### src/hdl/vfc_pkg.sv
// Shared types and constants for the voxel face culling mesher.
// Holds command and face codes, the quad corner table and control structs.
// No dependencies.
`timescale 1ns / 1ps

package vfc_pkg;

	// default chunk edge length in cells
	localparam int CHUNK_EDGE_DEF = 32;

	localparam int CELL_W   = 5;   // input coordinate width
	localparam int VPOS_W   = 6;   // vertex coordinate width
	localparam int TYPE_W   = 8;   // block type width
	localparam int VIDX_W   = 19;  // vertex index width
	localparam int FACES    = 6;

	// command codes
	localparam logic [1:0] CMD_WRITE = 2'd0;
	localparam logic [1:0] CMD_BEGIN = 2'd1;
	localparam logic [1:0] CMD_EMIT  = 2'd2;

	// face direction codes
	localparam logic [2:0] FACE_POS_Z = 3'd0;
	localparam logic [2:0] FACE_NEG_Z = 3'd1;
	localparam logic [2:0] FACE_POS_Y = 3'd2;
	localparam logic [2:0] FACE_NEG_Y = 3'd3;
	localparam logic [2:0] FACE_POS_X = 3'd4;
	localparam logic [2:0] FACE_NEG_X = 3'd5;

	localparam logic [1:0] CORNER_LAST = 2'd3;

	// corner offsets of each face quad, packed as {dx, dy, dz}
	localparam logic [2:0] QUAD_CORNER [FACES][4] = '{
		'{3'b001, 3'b101, 3'b111, 3'b011},
		'{3'b100, 3'b000, 3'b010, 3'b110},
		'{3'b010, 3'b011, 3'b111, 3'b110},
		'{3'b100, 3'b101, 3'b001, 3'b000},
		'{3'b101, 3'b100, 3'b110, 3'b111},
		'{3'b000, 3'b001, 3'b011, 3'b010}
	};

	// sequencer to vertex emitter
	typedef struct packed {
		logic                go;
		logic                clear_count;
		logic [FACES-1:0]    mask;
		logic [CELL_W-1:0]   x;
		logic [CELL_W-1:0]   y;
		logic [CELL_W-1:0]   z;
	} emit_ctrl_t;

	// vertex emitter to sequencer
	typedef struct packed {
		logic active;
	} emit_stat_t;

endpackage

### src/hdl/vfc_emit.sv
// Vertex emitter: walks the exposed face mask and emits four corners per face.
// Holds the running vertex counter. Depends on vfc_pkg.
`timescale 1ns / 1ps

module vfc_emit (
	input  logic                             clk,
	input  logic                             arst_n,
	input  vfc_pkg::emit_ctrl_t              ctrl,
	output vfc_pkg::emit_stat_t              stat,
	output logic                             strobe,
	output logic [vfc_pkg::VPOS_W-1:0]       vertex_x,
	output logic [vfc_pkg::VPOS_W-1:0]       vertex_y,
	output logic [vfc_pkg::VPOS_W-1:0]       vertex_z,
	output logic [2:0]                       face_dir,
	output logic [1:0]                       corner,
	output logic [vfc_pkg::VIDX_W-1:0]       vertex_index,
	output logic                             last
);

	logic                          active_q;
	logic [vfc_pkg::FACES-1:0]     mask_q;
	logic [vfc_pkg::CELL_W-1:0]    x_q, y_q, z_q;
	logic [1:0]                    corner_q;
	logic [vfc_pkg::VIDX_W-1:0]    count_q;

	logic [2:0]                    cur_face;
	logic [vfc_pkg::FACES-1:0]     rest_mask;
	logic                          last_v;
	logic [2:0]                    offs;

	// pick the lowest exposed face still pending
	always_comb begin
		cur_face = vfc_pkg::FACE_POS_Z;
		for (int f = vfc_pkg::FACES - 1; f >= 0; f--) begin
			if (mask_q[f]) begin
				cur_face = 3'(f);
			end
		end
		rest_mask = mask_q & ~(vfc_pkg::FACES'(1) << cur_face);
		last_v    = (corner_q == vfc_pkg::CORNER_LAST) && (rest_mask == '0);
		offs      = vfc_pkg::QUAD_CORNER[cur_face][corner_q];
	end

	// sequence faces and corners, register one vertex per cycle
	always_ff @(posedge clk or negedge arst_n) begin
		if (!arst_n) begin
			active_q <= 1'b0;
			strobe   <= 1'b0;
			count_q  <= '0;
		end else begin
			strobe <= 1'b0;
			if (ctrl.clear_count) begin
				count_q <= '0;
			end
			if (ctrl.go) begin
				mask_q   <= ctrl.mask;
				x_q      <= ctrl.x;
				y_q      <= ctrl.y;
				z_q      <= ctrl.z;
				corner_q <= '0;
				active_q <= 1'b1;
			end else if (active_q) begin
				strobe       <= 1'b1;
				vertex_x     <= {1'b0, x_q} + vfc_pkg::VPOS_W'(offs[2]);
				vertex_y     <= {1'b0, y_q} + vfc_pkg::VPOS_W'(offs[1]);
				vertex_z     <= {1'b0, z_q} + vfc_pkg::VPOS_W'(offs[0]);
				face_dir     <= cur_face;
				corner       <= corner_q;
				vertex_index <= count_q;
				last         <= last_v;
				count_q      <= count_q + 1'b1;
				corner_q     <= corner_q + 1'b1;
				if (corner_q == vfc_pkg::CORNER_LAST) begin
					mask_q <= rest_mask;
				end
				if (last_v) begin
					active_q <= 1'b0;
				end
			end
		end
	end

	assign stat.active = active_q;

endmodule

### config.mk
export PLATFORM = sky130hd
export DESIGN_NAME = vfc_emit
export DESIGN_NICKNAME = d
export VERILOG_FILES = /design/src/hdl/vfc_pkg.sv /design/src/hdl/vfc_emit.sv
export SDC_FILE = /design/constraint.sdc
export NUM_CORES = 1
export LEC_CHECK = 0
export ABC_AREA = 0
export BUFFER_PORTS_ARGS = -buffer_cell sky130_fd_sc_hd__clkbuf_2
export CORE_ASPECT_RATIO = 0.8
export CORE_UTILIZATION = 40
export DETAILED_ROUTE_END_ITERATION = 10
export GPL_TIMING_DRIVEN = 0
export PLACE_DENSITY = 0.57
export SLEW_MARGIN = 20
export SYNTH_ARGS = -nofsm -noshare
export SYNTH_HDL_FRONTEND = slang
export SYNTH_SLANG_ARGS = --single-unit
### constraint.sdc
create_clock -name clk -period 3 [get_ports clk]
set_input_delay 0.45 -clock clk [delete_from_list [all_inputs] [get_ports clk]]
set_output_delay 0.45 -clock clk [all_outputs]
set_load 0.02 [all_outputs]
==> results.md <==
Status:
- The run finished with clean final reports.

Clock network:
- The clock-pin slew on the worst setup and hold paths is around 70 ps.
- Buffers added to address setup during post-CTS repair amount to 0.
- The number of sinks driven by the clock tree is between 80 and 90.
- The clock latency on the worst-skew pair is between 300 and 400 ps.
- The number of hold buffers added after CTS was 0.
- The maximum level of the CTS H-tree is 3.
- TritonCTS created 9 clock buffers.
- The clock tree root buffer cell is sky130_fd_sc_hd__clkbuf_16.
- The number of gates resized after CTS was 0.
- The TritonCTS clock tree is yes.
- The clock passes through at most 2 buffers.

Global route:
- The global-route wire length before repair is around 11 mm.
- The pin count of the biggest net entering global routing is 27.
- The number of antenna violations at the first check in global routing is 0.
- The via count of the first global-routing pass is 2177.
- The remaining global-route overflow is 0.
- The global-route usage over all layers is 0.157.

Logic synthesis:
- The sequential fraction of the synthesis area is 0.679.
- After synthesis the cells add up to between 3000 and 4000 µm².
- For this run, the number of Yosys warnings is 0.
- The post-synthesis cell count is about 280.
- The largest area contributor in the netlist is sky130_fd_sc_hd__edfxtp_1.
- The post-synthesis sequential element count is 87.
- The prevailing post-synth register cell is sky130_fd_sc_hd__edfxtp_1.
- By area the synthesized netlist is led by sky130_fd_sc_hd__edfxtp_1 (54%), sky130_fd_sc_hd__dfrtp_1 (14%), sky130_fd_sc_hd__ha_1 (4.4%), sky130_fd_sc_hd__nand3_1 (2.4%), sky130_fd_sc_hd__nand2_1 (2.4%).
- The share of the synthesized area in the top cell type is 0.537.
- The number of enable-type register cells in the synthesized netlist is 66.
- The most common cell in the synthesized netlist is sky130_fd_sc_hd__edfxtp_1.
- The number of different library cells used by synthesis comes to between 40 and 50.
- The net count after synthesis is 314.
- The share of flip-flops with an asynchronous set or reset is 0.241.
- The average cell area after synthesis is around 13 µm².
- The commonest cells after synthesis are sky130_fd_sc_hd__edfxtp_1 (66), sky130_fd_sc_hd__nand2_1 (24), sky130_fd_sc_hd__dfrtp_1 (21).

Placed design:
- The placed wire-length estimate after detailed placement is roughly 4.8 mm.
- Input and output buffers added on the ports amount to between 60 and 70.
- Routability-driven placement finished with a final weighted congestion of roughly 0.77.

Routing:
- The average wire per standard cell is between 10 and 15 µm.
- The vias after detailed routing is between 2000 and 2500.
- After detailed routing, the met3 layer carries approximately 360 µm of wire.
- The total length of routed wires is 6.89 mm.
- After detailed routing, the number of remaining DRC violations is 0.
- The first detailed-routing pass took 4 iterations.
- In this run, the number of DRC markers left after iteration 0 of detailed routing was 99.
- The topmost layer with routed signal wires is met4.
- The post-route antenna net violation count is 0.
- The ratio of routed vias to standard cells is 5.05.
- The post-route met1 wirelength is ~3.4 mm.
- Summed over all nets, wire length on met2 after detailed routing comes to approximately 3 mm.

Power:
- The post-route total power is ~3.0 mW.
- Power spread over the standard cell area amounts to around 650 nW/µm².
- The leakage power is ~1.9 nW.
- VDD sags by at most around 0.00033 V.

Timing:
- The hold violation count in the final report is 0.
- Timing would allow up to approximately 370 MHz.
- The final critical-path share of the clock period is 0.907.
- Setup violations remaining at the end of the flow were counted as 0.
- Headroom to the max-slew limit came out at 0.558.
- At the pin with the least slew margin, the transition time is about 650 ps.
- The max-slew violation total from the final report came to 0.
- The final worst clock skew is approximately 6.1 ps.
- The clock period could shrink to about 2700 ps.
- Across all hold checks on the routed design, the worst slack comes to roughly 140 ps.
- Setup repair after global routing left no endpoint under its margin.

Floorplanning:
- The standard-cell row count is 30.
- The vertical die dimension is about 88 µm.
- The x dimension of the die is approximately 110 µm.
- The boundary pin count is 70.
- The core region is around 8700 µm².
- The floorplan step defined a die boundary enclosing about 9600 µm².
- For this configuration, the core starts out at a cell density of 0.424.

Cells and area:
- From synthesis to final layout, the design area changed by 23.2%.
- The count of nets after finishing is between 300 and 400.
- Once layout is complete, the utilization of the core stands at 0.522.
- The fill cell total of the finished layout is 779.
- In the final layout, the share of cells above drive strength 1 is 0.268.
- The repair_antennas step left the layout with diodes totalling 0.

Setup path:
- The maximum single-stage delay on the critical path is slightly below 600 ps.
- The endpoint arrival time on the critical path is roughly 2800 ps.
- The startpoint-to-endpoint class of the critical path is reg2reg.
- STA classifies the critical path endpoint as a flop.
- Walking the worst path, the cells encountered are nor4_1 -> o21ai_0 -> inv_1 -> o211ai_1 -> o21ai_0 -> ha_1 -> ha_1 -> nand3_1 -> xnor2_1.
- The required time of the critical path is 3090 ps.
- The top fanout value on the critical path is 6.
- For this design, the slowest cell found on the critical path is sky130_fd_sc_hd__nor4_1.
- The kind of start point of the critical path is a flop.

Flow run:
- Max-cap violations in this run came to 0.

Min path:
- The type of the most critical hold path is in2async.
==> final timing paths <==
path | slack (ps) | depth (start not counted) | start | endpoint
worst max-delay path | 280 | 9 | mask_q[1] | vertex_z[4]
worst min-delay path | 140 | 1 | arst_n | count_q[4]
worst max register to register | 280 | 9 | mask_q[1] | vertex_z[4]
worst min register to register | 440 | 0 | count_q[2] | vertex_index[2]
max in group asynchronous | 2440 | 1 | arst_n | count_q[16]
min in group clk | 290 | 1 | ctrl[1] | z_q[1]
==> cell usage in the layout, fill, tap and decap left out, types with 9 or more instances in the layout <==
cell,instances
sky130_fd_sc_hd__a21oi_1,10
sky130_fd_sc_hd__clkbuf_16,9
sky130_fd_sc_hd__clkbuf_2,69
sky130_fd_sc_hd__dfrtp_1,21
sky130_fd_sc_hd__edfxtp_1,66
sky130_fd_sc_hd__ha_1,13
sky130_fd_sc_hd__nand2_1,24
sky130_fd_sc_hd__nand3_1,18
sky130_fd_sc_hd__nor2_1,18
sky130_fd_sc_hd__o21ai_0,16
==> worst max-delay path: cells and delay by family (launching register included) <==
kind,cells,cell delay (ps)
xor gates and xnor gates,1,130
DFF,1,470
buffers and inverters,1,200
and+or+nand+nor,2,680
adders and majority gates,2,450
AOI/OAI and AO/OA,3,540
==> per-layer routing <==
layer / up-vias / track usage
met4: 0 / 0.0618
met2: 62 / 0.229
met3: 8 / 0.0417
li1: 1196 / -
met1: 1126 / 0.225
met5: - / 0
==> power by group <==
part           switching (mW)  leakage [nW]  internal, mW  total, mW
Clock                   0.466         0.171         0.824       1.29
Sequential             0.0459         0.919          1.38       1.43
Combinational           0.159         0.790        0.0941      0.253
==> area by class of cell <==
| cell class | instances | area, µm² | share of cell area |
|---|---|---|---|
| Multi-Input combinational cell | 175 | 1130 | 0.249 |
| Inverter | 8 | 30.0 | 0.00660 |
| Tap cell | 112 | 140 | 0.0308 |
| Buffer | 6 | 25.0 | 0.00550 |
| Clock buffer | 9 | 225 | 0.0495 |
| Clock inverter | 7 | 125 | 0.0275 |
| Sequential cell | 87 | 2510 | 0.551 |
| Timing Repair Buffer | 70 | 365 | 0.0803 |
==> kinds of logic after synthesis <==
logic type,synth area share
simple gates,0.139
flops,0.679
compound gates,0.0793
buf+inv,0.0149
fa+ha+maj,0.0441
xor+xnor,0.0261
mux,0.0173
==> through the flow <==
| stage | instance area [µm²] | setup WS (ps) | TNS [ps] | cells |
|---|---|---|---|---|
| after floorplan | 3690 | 423 | 0 | 276 |
| after global placement | 4180 | -283 | -12140 | 457 |
| after detailed placement | 4200 | 299 | 0 | 458 |
| after CTS | 4550 | 278 | 0 | 474 |
| after global routing | 4550 | 36.9 | 0 | 474 |
| final | 4550 | 280 | 0 | 474 |
==> sequential cells by signal (all words and copies together) (netlist names) <==
signal        cells
mask_q            6
corner_q          2
corner            2
y_q               5
last              1
vertex_z          6
count_q          19
strobe            1
x_q               5
vertex_x          6
face_dir          3
stat              1
vertex_index     19
z_q               5
vertex_y          6
Note: power is estimated with default switching activity, not from simulation.
